### src/rtl/assert_macros.svh
// ----------------------------------------------------------------------------
// assert_macros.svh
// Assertion helper macros shared by the frame checker RTL.
// ----------------------------------------------------------------------------
`ifndef ASSERT_MACROS_SVH
`define ASSERT_MACROS_SVH

`ifndef ASSERT_OFF

`define ASSERT_ALWAYS(lbl, clk, rst_n, expr) \
    lbl: assert property (@(posedge clk) disable iff (!rst_n) (expr)) \
        else $error("assertion failed");

`define ASSERT_NEXT(lbl, clk, rst_n, ante, cons) \
    lbl: assert property (@(posedge clk) disable iff (!rst_n) (ante) |=> (cons)) \
        else $error("assertion failed");

`else

`define ASSERT_ALWAYS(lbl, clk, rst_n, expr)
`define ASSERT_NEXT(lbl, clk, rst_n, ante, cons)

`endif

`endif

### src/rtl/rcfc_pkg.sv
// ----------------------------------------------------------------------------
// rcfc_pkg
// Shared types, constants and helpers of the response frame checker.
// ----------------------------------------------------------------------------
package rcfc_pkg;

    localparam int MAX_FRAME_DEFAULT = 64;

    localparam logic [7:0] CHAR_SEMI = 8'h3B;
    localparam logic [7:0] CHAR_ZERO = 8'h30;
    localparam logic [7:0] CHAR_ONE  = 8'h31;
    localparam logic [7:0] CHAR_NINE = 8'h39;

    localparam logic [15:0] PFX_FA = 16'h4146;
    localparam logic [15:0] PFX_FB = 16'h4246;
    localparam logic [15:0] PFX_MD = 16'h444D;
    localparam logic [15:0] PFX_TQ = 16'h5154;

    // character positions (0 based) holding the frequency digits
    localparam logic [6:0] DIGIT_FIRST_POS = 7'd2;
    localparam logic [6:0] DIGIT_LAST_POS  = 7'd12;
    // position of ';' in a complete FA/FB frame and in an MD/TQ frame
    localparam logic [6:0] FREQ_SEMI_POS   = 7'd13;
    localparam logic [6:0] SHORT_SEMI_POS  = 7'd3;
    localparam logic [6:0] ARG_POS         = 7'd2;

    localparam logic [23:0] PREFIX_RESET     = 24'h004146;
    localparam logic [1:0]  PREFIX_LEN_RESET = 2'd2;

    typedef enum logic [0:0] {
        REG_EXPECTED_PREFIX = 1'b0,
        REG_PREFIX_LENGTH   = 1'b1
    } cfg_reg_t;

    typedef struct packed {
        logic [23:0] expected_prefix;
        logic [1:0]  prefix_length;
    } cfg_t;

    typedef struct packed {
        logic        valid_res;
        logic [36:0] frequency_hz;
        logic [3:0]  mode_number;
        logic        transmitting;
        logic [6:0]  frame_length;
        logic        too_long;
    } result_t;

    function automatic logic is_digit(input logic [7:0] c);
        return (c >= CHAR_ZERO) && (c <= CHAR_NINE);
    endfunction

    function automatic logic [7:0] prefix_byte(input logic [23:0] pfx,
                                               input logic [1:0]  idx);
        logic [7:0] b;
        case (idx)
            2'd0:    b = pfx[7:0];
            2'd1:    b = pfx[15:8];
            2'd2:    b = pfx[23:16];
            default: b = 8'h00;
        endcase
        return b;
    endfunction

endpackage

### src/rtl/cat_response_frame_checker_top.sv
// ----------------------------------------------------------------------------
// cat_response_frame_checker_top
// Semicolon-terminated response frame checker, one byte per transfer.
// ----------------------------------------------------------------------------
// Usage:
//   s_* channel carries one received byte per transfer (s_character).
//   Every ';' closes a frame and yields one result transfer on m_*;
//   other bytes only update the frame state and produce nothing.
//   cfg_wr_en/cfg_addr/cfg_wdata write expected_prefix (addr 0) and
//   prefix_length (addr 1); write only while no frame result is pending.
// Timing:
//   One byte accepted per clock while s_ready is high. The result of a ';' is
//   evaluated combinationally from the frame state registers and registered in
//   the result register (or the skid entry), which drives m_valid. Per-byte work
//   is a single pass of compare and a x10 shift-add into the frame state registers.
// Reset (aresetn low, synchronous): frame state cleared, prefix "FA",
//   prefix length 2, no result pending.
// Stall: a result register plus one skid entry hold results while m_ready
//   is low; s_ready drops only once both are full.
// ----------------------------------------------------------------------------
module cat_response_frame_checker_top
    import rcfc_pkg::*;
#(
    parameter int MAX_FRAME = MAX_FRAME_DEFAULT
) (
    input  logic        aclk,
    input  logic        aresetn,

    input  logic        s_valid,
    output logic        s_ready,
    input  logic [7:0]  s_character,

    output logic        m_valid,
    input  logic        m_ready,
    output logic        m_valid_res,
    output logic [36:0] m_frequency_hz,
    output logic [3:0]  m_mode_number,
    output logic        m_transmitting,
    output logic [6:0]  m_frame_length,
    output logic        m_too_long,

    input  logic        cfg_wr_en,
    input  logic [0:0]  cfg_addr,
    input  logic [23:0] cfg_wdata
);

    cfg_t    cfg_reg, cfg_next;
    logic    accept;
    logic    res_fire;
    result_t res;
    result_t out_data;

    always_comb begin
        cfg_next = cfg_reg;
        if (cfg_wr_en) begin
            case (cfg_reg_t'(cfg_addr))
                REG_EXPECTED_PREFIX: cfg_next.expected_prefix = cfg_wdata;
                REG_PREFIX_LENGTH:   cfg_next.prefix_length   = cfg_wdata[1:0];
                default:             cfg_next = cfg_reg;
            endcase
        end
    end

    always_ff @(posedge aclk) begin
        if (!aresetn) begin
            cfg_reg.expected_prefix <= PREFIX_RESET;
            cfg_reg.prefix_length   <= PREFIX_LEN_RESET;
        end else begin
            cfg_reg <= cfg_next;
        end
    end

    assign accept = s_valid && s_ready;

    rcfc_frame #(
        .MAX_FRAME (MAX_FRAME)
    ) u_frame (
        .aclk      (aclk),
        .aresetn   (aresetn),
        .accept    (accept),
        .character (s_character),
        .cfg       (cfg_reg),
        .res_fire  (res_fire),
        .res       (res)
    );

    rcfc_out_buf u_out_buf (
        .aclk      (aclk),
        .aresetn   (aresetn),
        .push      (res_fire),
        .push_data (res),
        .in_ready  (s_ready),
        .out_valid (m_valid),
        .out_ready (m_ready),
        .out_data  (out_data)
    );

    assign m_valid_res    = out_data.valid_res;
    assign m_frequency_hz = out_data.frequency_hz;
    assign m_mode_number  = out_data.mode_number;
    assign m_transmitting = out_data.transmitting;
    assign m_frame_length = out_data.frame_length;
    assign m_too_long     = out_data.too_long;

endmodule

### src/rtl/rcfc_frame.sv
// ----------------------------------------------------------------------------
// rcfc_frame
// Per-frame tracking state and the end-of-frame rule evaluation.
// ----------------------------------------------------------------------------
`include "assert_macros.svh"

module rcfc_frame
    import rcfc_pkg::*;
#(
    parameter int MAX_FRAME = MAX_FRAME_DEFAULT
) (
    input  logic       aclk,
    input  logic       aresetn,
    input  logic       accept,
    input  logic [7:0] character,
    input  cfg_t       cfg,
    output logic       res_fire,
    output result_t    res
);

    localparam logic [6:0] MAX_POS = 7'(MAX_FRAME);

    logic [6:0]  pos_reg,   pos_next;
    logic        match_reg, match_next;
    logic        dec_reg,   dec_next;
    logic [36:0] acc_reg,   acc_next;
    logic [7:0]  arg_reg,   arg_next;
    logic        ovf_reg,   ovf_next;

    logic        is_semi;
    logic [6:0]  plen;
    logic [15:0] pfx2;
    logic        two;
    logic        too_long;
    logic        matched;

    assign is_semi  = (character == CHAR_SEMI);
    assign res_fire = accept && is_semi;
    assign plen     = {5'd0, cfg.prefix_length};
    assign pfx2     = cfg.expected_prefix[15:0];
    assign two      = (cfg.prefix_length == 2'd2);
    assign too_long = (pos_reg == MAX_POS);
    assign matched  = !too_long && match_reg && (pos_reg >= plen);

    always_comb begin
        pos_next   = pos_reg;
        match_next = match_reg;
        dec_next   = dec_reg;
        acc_next   = acc_reg;
        arg_next   = arg_reg;
        ovf_next   = ovf_reg;
        if (accept) begin
            if (is_semi) begin
                pos_next   = '0;
                match_next = 1'b1;
                dec_next   = 1'b1;
                acc_next   = '0;
                arg_next   = '0;
                ovf_next   = 1'b0;
            end else if (pos_reg == MAX_POS) begin
                ovf_next = 1'b1;
            end else begin
                if (pos_reg < plen &&
                    character != prefix_byte(cfg.expected_prefix, pos_reg[1:0])) begin
                    match_next = 1'b0;
                end
                if (pos_reg == ARG_POS) begin
                    arg_next = character;
                end
                if (pos_reg >= DIGIT_FIRST_POS && pos_reg <= DIGIT_LAST_POS) begin
                    if (is_digit(character)) begin
                        acc_next = (acc_reg << 3) + (acc_reg << 1) + {33'd0, character[3:0]};
                    end else begin
                        dec_next = 1'b0;
                    end
                end
                pos_next = pos_reg + 7'd1;
                if (pos_next == MAX_POS) begin
                    ovf_next = 1'b1;
                end
            end
        end
    end

    always_comb begin
        res              = '0;
        res.too_long     = too_long;
        res.frame_length = too_long ? MAX_POS : pos_reg + 7'd1;
        if (matched) begin
            if (two && (pfx2 == PFX_FA || pfx2 == PFX_FB)) begin
                res.valid_res = (pos_reg == FREQ_SEMI_POS) && dec_reg;
                if (res.valid_res) begin
                    res.frequency_hz = acc_reg;
                end
            end else if (two && pfx2 == PFX_MD) begin
                res.valid_res = (pos_reg == SHORT_SEMI_POS) &&
                                arg_reg >= CHAR_ONE && arg_reg <= CHAR_NINE;
                if (res.valid_res) begin
                    res.mode_number = arg_reg[3:0];
                end
            end else if (two && pfx2 == PFX_TQ) begin
                res.valid_res = (pos_reg == SHORT_SEMI_POS) &&
                                (arg_reg == CHAR_ZERO || arg_reg == CHAR_ONE);
                if (res.valid_res) begin
                    res.transmitting = (arg_reg == CHAR_ONE);
                end
            end else begin
                res.valid_res = (pos_reg > plen);
            end
        end
    end

    always_ff @(posedge aclk) begin
        if (!aresetn) begin
            pos_reg   <= '0;
            match_reg <= 1'b1;
            dec_reg   <= 1'b1;
            acc_reg   <= '0;
            arg_reg   <= '0;
            ovf_reg   <= 1'b0;
        end else begin
            pos_reg   <= pos_next;
            match_reg <= match_next;
            dec_reg   <= dec_next;
            acc_reg   <= acc_next;
            arg_reg   <= arg_next;
            ovf_reg   <= ovf_next;
        end
    end

    // overflow flag tracks the saturated position
    `ASSERT_ALWAYS(a_pos_range, aclk, aresetn, pos_reg <= MAX_POS)
    `ASSERT_ALWAYS(a_ovf_pos, aclk, aresetn, ovf_reg == (pos_reg == MAX_POS))
    `ASSERT_NEXT(a_semi_clears, aclk, aresetn, res_fire, pos_reg == 7'd0 && match_reg)
    `ASSERT_ALWAYS(a_long_invalid, aclk, aresetn, !(too_long && res.valid_res))

endmodule

### src/rtl/rcfc_out_buf.sv
// ----------------------------------------------------------------------------
// rcfc_out_buf
// Result output register with a skid stage; drives the input ready.
// ----------------------------------------------------------------------------
`include "assert_macros.svh"

module rcfc_out_buf
    import rcfc_pkg::*;
(
    input  logic    aclk,
    input  logic    aresetn,
    input  logic    push,
    input  result_t push_data,
    output logic    in_ready,
    output logic    out_valid,
    input  logic    out_ready,
    output result_t out_data
);

    logic    out_valid_reg,  out_valid_next;
    result_t out_data_reg,   out_data_next;
    logic    skid_valid_reg, skid_valid_next;
    result_t skid_data_reg,  skid_data_next;

    always_comb begin
        out_valid_next  = out_valid_reg;
        out_data_next   = out_data_reg;
        skid_valid_next = skid_valid_reg;
        skid_data_next  = skid_data_reg;
        if (!out_valid_reg || out_ready) begin
            if (skid_valid_reg) begin
                out_valid_next  = 1'b1;
                out_data_next   = skid_data_reg;
                skid_valid_next = 1'b0;
            end else begin
                out_valid_next = push;
                out_data_next  = push_data;
            end
        end else if (push) begin
            skid_valid_next = 1'b1;
            skid_data_next  = push_data;
        end
    end

    always_ff @(posedge aclk) begin
        if (!aresetn) begin
            out_valid_reg  <= 1'b0;
            skid_valid_reg <= 1'b0;
        end else begin
            out_valid_reg  <= out_valid_next;
            skid_valid_reg <= skid_valid_next;
        end
    end

    always_ff @(posedge aclk) begin
        out_data_reg  <= out_data_next;
        skid_data_reg <= skid_data_next;
    end

    assign in_ready  = !skid_valid_reg;
    assign out_valid = out_valid_reg;
    assign out_data  = out_data_reg;

    `ASSERT_ALWAYS(a_skid_behind_out, aclk, aresetn, !skid_valid_reg || out_valid_reg)
    `ASSERT_ALWAYS(a_no_push_full, aclk, aresetn, !(push && skid_valid_reg))
    `ASSERT_NEXT(a_skid_drain, aclk, aresetn, skid_valid_reg && out_ready, !skid_valid_reg)

endmodule

### config.mk
export PLATFORM = sky130hd
export DESIGN_NAME = cat_response_frame_checker_top
export DESIGN_NICKNAME = d
export VERILOG_FILES = /design/src/rtl/rcfc_pkg.sv /design/src/rtl/cat_response_frame_checker_top.sv /design/src/rtl/rcfc_frame.sv /design/src/rtl/rcfc_out_buf.sv
export VERILOG_INCLUDE_DIRS = /design/src /design/src/rtl
export SDC_FILE = /design/constraint.sdc
export NUM_CORES = 1
export LEC_CHECK = 0
export BUFFER_PORTS_ARGS = -buffer_cell sky130_fd_sc_hd__buf_2
export CORE_ASPECT_RATIO = 0.8
export CORE_MARGIN = 2
export CORE_UTILIZATION = 53
export DETAILED_ROUTE_END_ITERATION = 16
export GPL_ROUTABILITY_DRIVEN = 0
export PLACE_DENSITY_LB_ADDON = 0.15
export SYNTH_ARGS = -nofsm -noshare
export SYNTH_HDL_FRONTEND = slang
export SYNTH_SLANG_ARGS = --single-unit
### constraint.sdc
create_clock -name aclk -period 5.3 [get_ports aclk]
set_input_delay 0.265 -clock aclk [delete_from_list [all_inputs] [get_ports aclk]]
set_output_delay 0.265 -clock aclk [all_outputs]
set_load 0.01 [all_outputs]
# [Word-level counts from Yosys, hierarchy flattened]
# Index checks and enable logic that the tools add are counted.
[word_totals] reg_bits=184 inputBits=38 wordCells=122
[classes] add_sub_neg=3 n_lt_le_gt_ge=9 n_eq_ne=17 n_mux=35 bitwise=3 reduce_logical=34
[op_table] op="$mux 37" count=6
[op_table] op="$eq 16x15->1 const B" count=4
[op_table] op="$mux 51" count=1
[op_table] op="$mux 8" count=6
[op_table] op="$mux 43" count=1
[op_table] op="$add 37x37->37" count=1
[op_table] op="$add 37x4->37" count=1
[op_table] op="$eq 8x6->1 const B" count=3
[op_table] op="$pmux 8 s3" count=1
[op_table] op="$mux 7" count=3
[op_table] op="$ge 8x6->1 const B" count=2
[op_table] op="$le 8x6->1 const B" count=2
[op_table] op="$eq 7x2->1 const B" count=2
[op_table] op="$logic_and 1x1->1" count=14
[op_table] op="$mux 1" count=14
[op_table] op="$mux 4" count=2
[op_table] op="$ne 8x8->1" count=1
[op_table] op="$reduce_and 2->1" count=4
[op_table] op="$reduce_and 4->1" count=2
[op_table] op="$reduce_bool 2->1" count=4
[op_table] op="$add 7x1->7 const B" count=1
[op_table] op="$eq 7x4->1 const B" count=1
[op_table] op="$eq 7x7->1 const B" count=1
[op_table] op="$ge 7x2->1" count=1
[op_table] op="other kinds (14)" count=23

# [Depth between registers and ports, before layout]
# Gate-level depths: netlist of run 1.
[depth] word_depth=10 depth_mapped=13 depth_no_buf=13

# [Hierarchy]
# Synthesis of run 1 repeated with hierarchy kept, for this count alone.
[unflattened] hier_cells=977 hier_area_um2=10540.1
[by_module_without_submodules] module="rcfc_frame" n_inst=1 cells_each=695 area_each_um2=5445.2 seq_area_each_um2=1081.0
[by_module_without_submodules] module="rcfc_out_buf" n_inst=1 cells_each=168 area_each_um2=4017.6 seq_area_each_um2=3103.0
[by_module_without_submodules] module="cat_response_frame_checker_top" n_inst=1 cells_each=114 area_each_um2=1077.3 seq_area_each_um2=520.5

# [Worst setup path before layout of run 1]
# Ideal clock, no wire load.
[synth_path] kind="flip-flop to flip-flop" start="register u_out_buf.out_valid_reg, in the netlist u_out_buf.out_valid" end="register u_out_buf.skid_data_reg[0] in the netlist's numbering (enable)" setup_ns=0.460 arrival_ns=3.878 t_required_ns=4.840 setup_slack_ns=0.962 stages_incl_launch_ff=3 cell_sequence="dfxtp_1 nand2b_1 nor2_1"
[synth_between] elab_chain_len=4
[synth_lines] element="start: declaration" line="rcfc_out_buf.sv:20" text="logic out_valid_reg, out_valid_next;"
[synth_lines] element="start signal: assignment" line="rcfc_out_buf.sv:50" text="out_valid_reg <= out_valid_next;"
[synth_lines] element="$logic_not 1->1" line="rcfc_out_buf.sv:30" text="if (!out_valid_reg || out_ready) begin"
[synth_lines] element="$logic_or 1x1->1" line="rcfc_out_buf.sv:30"
[synth_lines] element="$not 1->1 (no line)"
[synth_lines] element="$reduce_and 2->1 (no line)"
[synth_lines] element="end signal: assignment" line="rcfc_out_buf.sv:57" text="skid_data_reg <= skid_data_next;"
[synth_lines] element="end: declaration" line="rcfc_out_buf.sv:23" text="result_t skid_data_reg, skid_data_next;"
# No other way between the ends.
# A chain may end at the register's enable or synchronous reset.

# [Worst setup path in the final report of run 1]
[layout_path] start="register u_frame.acc_reg[0]" end="register u_frame.acc_reg[29]"
[layout_between] elab_chain_len=6
[layout_lines] element="start: declaration" line="rcfc_frame.sv:26" text="logic [36:0] acc_reg, acc_next;"
[layout_lines] element="start signal: assignment" line="rcfc_frame.sv:125" text="acc_reg <= acc_next;"
[layout_lines] element="$add 37x37->37" line="rcfc_frame.sv:72" text="acc_next = (acc_reg << 3) + (acc_reg << 1) + {33'd0, character[3:0]};"
[layout_lines] element="$add 37x4->37" line="rcfc_frame.sv:72"
[layout_lines] element="$mux 37" line="rcfc_frame.sv:71" text="if (is_digit(character)) begin"
[layout_lines] element="$mux 37" line="rcfc_frame.sv:70" text="if (pos_reg >= DIGIT_FIRST_POS && pos_reg <= DIGIT_LAST_POS) begin"
[layout_lines] element="$mux 37" line="rcfc_frame.sv:60" text="end else if (pos_reg == MAX_POS) begin"
[layout_lines] element="$mux 37" line="rcfc_frame.sv:53" text="if (is_semi) begin"
# No other way between the ends. The select of a mux whose other input is x is not followed.

==> impl_metrics.py, run 1 <==
metrics = {
    "outcome": {
        "status": "complete, no violations",
    },
    "synth": {
        "yosysWarnings": 0,
        "synthTopCellsByArea": "edfxtp_1, dfxtp_1, ha_1, nand2_1, mux2_1",
        "synth_area_mm2": 0.009847,
        "synth_edf_count": 102,
        "synth-seq-cells": 184,
        "async_flop_share_pct": 0,
        "synth_top_area_share_pct": 31.11,
        "synth_compound_area_share_pct": 13.76,
        "synthCells": 935,
        "synth.mux.area_fraction_pct": 5.896,
        "synth-seq-area-share_pct": 47.78,
        "post-synth-top-area-cell": "edfxtp_1",
        "synth_top_family_by_area": "simple AND/OR/NAND/NOR gates",
        "ys_top_cells_by_count": "nand2_1, edfxtp_1, dfxtp_1",
        "synthFlopType": "edfxtp_1",
        "synth-adder-area-share_pct": 9.809,
        "synth-xor-area-share_pct": 3.825,
        "avgSynthCellArea_um2": 10.53,
        "yosysMostFrequentCell": "nand2_1",
        "synthSimpleGateAreaFrac_pct": 16.34,
        "synthesis.nets": 1049,
        "post_synth_num_cell_types": 69,
    },
    "global_routing": {
        "grtUsageTotal_pct": 22.46,
        "overflow": 0,
        "grt_pass1_wl_mm": 35.35,
        "antenna_found_initial": 0,
        "grt_max_degree": 55,
        "grt_pass1_vias": 6772,
    },
    "die": {
        "coreArea_mm2": 0.01817,
        "pin_count": 91,
        "rows": 44,
        "dieArea_mm2": 0.01969,
        "die_x_um": 156.4,
        "fp.dieH_um": 125.9,
        "floorplan.initialDensity_pct": 54.20,
    },
    "finish": {
        "num-nets-final": 1125,
        "antenna_cells": 0,
        "area.growth.synth_to_final_pct": 12.11,
        "fill_cells": 1533,
        "multi_input_area_mm2": 0.004903,
        "drive_gt1_share_pct": 18.75,
        "seqCellArea_mm2": 0.004705,
    },
    "worst_hold_path": {
        "hold_path.class": "input port to register",
    },
    "setup_path": {
        "critPathCaptureType": "register",
        "required_ps": 5600,
        "crit_path_max_fanout": 4,
        "path_class": "register to register",
        "crit_arrival_ps": 3720,
        "startpoint": "u_frame.acc_reg[0]",
        "reg2reg_depth": 13,
        "r2r-start": "u_frame.acc_reg[0]",
        "cp-start-kind": "register",
        "crit_path_end": "u_frame.acc_reg[29]",
        "reg2reg_to": "u_frame.acc_reg[29]",
        "r2r_setup_slack_ps": 1880,
    },
    "sta": {
        "setup_tns_ps": 0,
        "fin_crit_sh_pct": 64.56,
        "max_freq_ghz": 0.2923,
        "setup_violations": 0,
        "slew_headroom_pct": 20.28,
        "worst_pin_slew_ps": 1192,
        "setup_slack_ps": 1878,
        "slew_viol_final": 0,
        "min_period_ps": 3422,
        "hold_viol": 0,
        "rsz0062_at_grt": "no",
        "fin_skew_ps": 10.31,
    },
    "routing": {
        "drt_pass1_iterations": 6,
        "drt_first_iter_violations": 716,
        "dr.max_layer_used": "met4",
        "viasPerCell": 5.808,
        "antenna_left": 0,
        "m1WireLength_mm": 11.27,
        "wl_met2_mm": 8.656,
        "met3_wirelength_mm": 1.290,
        "post_drt_wl_per_cell_um": 17.08,
        "vias": 7283,
        "routed_wl_mm": 21.41,
        "drc": 0,
    },
    "clocking": {
        "cts_resized": 0,
        "root_buffer": "clkbuf_16",
        "htree_levels": 4,
        "cts-buffers-inserted": 17,
        "clk_latency_ps": 430,
        "post-cts-setup-buffer-count": 0,
        "cts.sinks": 184,
        "clock_path_buffers": 2,
        "cts_tree": "yes",
        "cts_hold_buf": 0,
        "clk_pin_slew_ps": 70,
    },
    "place": {
        "io_buffers": 90,
        "post-place-ws_ps": 1818,
        "hpwlAfterDp_mm": 14.75,
    },
    "pwr": {
        "seqPwrFrac_pct": 52.2,
        "p_sw_w": 0.0006911,
        "clkPwrFrac_pct": 43.0,
        "internal_power_w": 0.002224,
        "power_frac_comb_pct": 4.8,
        "power_w": 0.002916,
        "p_leak_nw": 5.075,
        "p_sw_share_pct": 23.70,
        "ir_worst_vdd_mv": 0.1726,
        "power_density_mw_per_mm2": 264.1,
    },
    "flow_run": {
        "maxCapViolCount": 0,
    },
}
[cell type report]
class                   instances  area share [%]
multi-input cells             692           44.42
flip-flops and latches        184           42.62
repair buffers                 97           4.556
clock buffers                  18           3.888
well taps                     230           2.607
clock inverters                14           1.269
inverters                      19          0.6460
[worst max-delay path: stages, from the launching register on]
cell and delay [ps]:
dfxtp_1 370, inv_1 90, fa_1 570, inv_1 60, ha_1 290, a21o_1 190
and4_1 230, o211ai_1 290, o2111ai_1 190, a31oi_1 330, o21ai_1 160, a221oi_2 260
xor2_1 180, o21ai_1 70
[kinds of logic after synthesis]
group | count (synthesis)
compound gates | 205
xor+xnor | 43
fa+ha+maj | 76
buf+inv | 59
flops | 184
mux | 52
simple gates | 316
[worst min-delay path by stage]
stage | start | slack (ps) | cells past startpoint | endpoint
floorplan | cfg_wdata[8] | 390 | 2 | cfg_reg[10]
global placement | u_frame.acc_reg[36] | 430 | 2 | u_frame.acc_reg[36]
detailed placement | u_frame.acc_reg[36] | 440 | 2 | u_frame.acc_reg[36]
CTS | cfg_wdata[6] | 20 | 3 | cfg_reg[8]
global route | cfg_wdata[6] | 60 | 3 | cfg_reg[8]
finish | cfg_wdata[6] | 40 | 3 | cfg_reg[8]
[power by group through the flow]
stage               registers [W]  clock network [W]  logic (W)
finish                    0.00152            0.00125   0.000140
global route              0.00152            0.00133   0.000157
CTS                       0.00152            0.00127   0.000139
detailed placement        0.00155                  0   0.000137
global placement          0.00155                  0   0.000135
floorplan                 0.00155                  0  0.0000918
[stage by stage]
stage | util (%) | std cells | cell area (um2) | hold WS (ps)
final | 60.76 | 1254 | 11040 | 38.90
after global routing | 60.76 | 1254 | 11040 | 59.86
after CTS | 60.76 | 1254 | 11040 | 24.94
after detailed placement | 57.63 | 1222 | 10470 | 441.3
after global placement | 57.63 | 1222 | 10470 | 433.2
after floorplan | - | 935 | 9847 | 389.2
[layer usage]
metal,vias up,GRT usage [%]
li1,3578,-
met1,3447,36.16
met5,-,0
met4,0,4.857
met3,14,4.474
met2,244,30.94
[placed cells by master, fill, tap and decap left out, drive strengths merged, types with 24 or more instances in the layout]
cell    count
and2       42
edfxtp    102
nand2     118
nor2       64
a21o       24
a21oi      64
mux2       48
nand3      25
ha         74
o21ai      38
buf        97
inv        26
dfxtp      82
No activity file was read; power rests on OpenSTA's default activity.
==> run 2, diff against run 1 <==
clock period = 3.1 ns   (was 5.3 ns; I/O delays follow)
==> run 2 against run 1 <==
  * Non-clock buffer count rose by 76
  * Core utilization rose by 4.3 points
  * Combinational power rose by 100%
  * Largest power group unchanged
  * Die area did not move
  * Critical path depth fell by 2
  * Total power rose by 70%
  * Wire length rose by 4.8%
  * Register-to-register slack got worse by 1800 ps
  * Flip-flop and latch count did not move
  * Via count rose by 4.0%
  * Clock skew barely moved
==> impl_metrics.py, run 2 (synthesis gave the netlist of run 1 again) <==
metrics = {
    "pwr": {
        "power_frac_comb_pct": 5.6,
        "p_sw_share_pct": 22.64,
        "internal_power_w": 0.003834,
        "seqPwrFrac_pct": 52.5,
        "clkPwrFrac_pct": 41.9,
        "p_leak_nw": 5.420,
        "ir_worst_vdd_mv": 0.3617,
        "power_density_mw_per_mm2": 419.1,
        "p_sw_w": 0.001122,
    },
    "place": {
        "dpl_cell_area_mm2": 0.01076,
        "hpwlAfterDp_mm": 15.48,
        "io_buffers": 90,
    },
    "sta": {
        "min_period_ps": 3000,
        "slew_viol_final": 0,
        "max_freq_ghz": 0.3333,
        "fin_skew_ps": 10.62,
        "setup_violations": 0,
        "worst_pin_slew_ps": 841.5,
        "slew_headroom_pct": 43.90,
        "hold-worst-slack_ps": 23.15,
        "fin_crit_sh_pct": 96.78,
        "rsz0062_at_grt": "yes",
        "hold_viol": 0,
    },
    "global_routing": {
        "grt_pass1_vias": 7173,
        "grt_max_degree": 54,
        "grt_pass1_wl_mm": 36.76,
        "grtUsageTotal_pct": 23.48,
        "antenna_found_initial": 0,
        "overflow": 0,
    },
    "setup_path": {
        "cp-start-kind": "register",
        "r2r_setup_slack_ps": 100,
        "crit_path_max_fanout": 4,
        "crit_arrival_ps": 3320,
        "crit_slowest_cell": "mux2_1",
        "required_ps": 3420,
        "path_common_cell": "ha_1",
        "path_cells": "ha_1 > ha_1 > a21o_1 > o21ba_2 > nor3_2 > a211oi_2 > a21oi_2 > o21a_1 > o311ai_2 > mux2_1 > a221o_1",
        "path_class": "register to register",
        "critPathCaptureType": "register",
        "cpPeakStageDelay_ps": 350,
    },
    "finish": {
        "drive_gt1_share_pct": 25.36,
        "final_cell_mix": "nand2_1, edfxtp_1, buf_2",
        "area.growth.synth_to_final_pct": 20.09,
        "final_area_mm2": 0.01183,
        "antenna_cells": 0,
        "num-nets-final": 1201,
        "layout_commonest_cell": "nand2_1",
    },
    "routing": {
        "viasPerCell": 5.697,
        "antenna_left": 0,
        "vias": 7577,
        "drt_pass1_iterations": 7,
        "drc": 0,
        "drt_first_iter_violations": 604,
        "routed_wl_mm": 22.44,
        "post_drt_wl_per_cell_um": 16.87,
    },
    "worst_hold_path": {
        "hold_path.class": "input port to register",
    },
    "die": {
        "fp.dieH_um": 125.9,
        "die_x_um": 156.4,
        "floorplan.initialDensity_pct": 54.20,
        "pin_count": 91,
        "coreArea_mm2": 0.01817,
        "rows": 44,
        "dieArea_mm2": 0.01969,
    },
    "clocking": {
        "root_buffer": "clkbuf_16",
        "cts.sinks": 184,
        "clock_path_buffers": 2,
        "clk_pin_slew_ps": 70,
        "clk_latency_ps": 440,
        "cts-buffers-inserted": 17,
        "cts_tree": "yes",
        "htree_levels": 4,
    },
    "outcome": {
        "status": "complete, no violations",
    },
    "flow_run": {
        "maxCapViolCount": 0,
    },
}
==> run 2: timing repair <==
action / CTS / global route
hold endpoints to repair: 26 / 0
resized for setup: 7 / 34
hold buffers: 24 / 0
pin swaps: 7 / 16
setup buffers: 10 / 2
endpoints found under the setup margin: 2 / 13
cloned: 0 / 0
==> run 2: metal layers <==
metal  track usage (%)  wire [um]
met1             36.59      11740
met2             33.79       9456
met3             3.854       1026
met4             6.260        216
met5                 0          0
==> run 2: worst max-delay path, delay by kind of cell, from the launching register on <==
kind            cells  cell delay, ps
mux                 1             350
flops               1             340
compound gates      7            1550
simple gates        1              50
fa+ha+maj           2             610
==> run 2: power groups by stage <==
stage | Combinational, W | Sequential, W | Clock (W)
CTS | 0.000274 | 0.00260 | 0.00210
floorplan | 0.000157 | 0.00265 | 0
global route | 0.000309 | 0.00260 | 0.00219
global placement | 0.000245 | 0.00265 | 0
detailed placement | 0.000249 | 0.00265 | 0
finish | 0.000280 | 0.00260 | 0.00208
==> run 2: cell type report <==
| cell class | count | area, um2 |
|---|---|---|
| fill | 1451 | 6342 |
| sequential | 184 | 4720 |
| tap | 230 | 287.8 |
| timing repair buffer | 173 | 1134 |
| clock buffer | 21 | 450.4 |
| inverter | 19 | 71.32 |
| multi-input combinational | 692 | 5064 |
| clock inverter | 11 | 98.84 |
==> run 2: path summary, 6_finish.rpt <==
check / from / to / cells after the start
setup / recovery: u_frame.acc_reg[12] / u_frame.acc_reg[34] / 11
hold / removal: cfg_addr / cfg_reg[0] / 3
setup reg to reg: u_frame.acc_reg[12] / u_frame.acc_reg[34] / 11
hold reg to reg: u_frame.acc_reg[36] / u_frame.acc_reg[36] / 2
==> run 2: metrics by stage <==
stage	instances	total power [W]	setup TNS (ps)	utilization (%)	worst slack, ps
after detailed placement	1262	0.002903	-135.8	59.25	-93.83
after global placement	1262	0.002899	0	59.25	35.60
after floorplan	935	0.002807	0	-	89.43
final	1330	0.004956	0	65.09	99.75
after CTS	1328	0.004974	0	64.19	7.018
after global routing	1330	0.005104	-75.74	65.09	-40.68
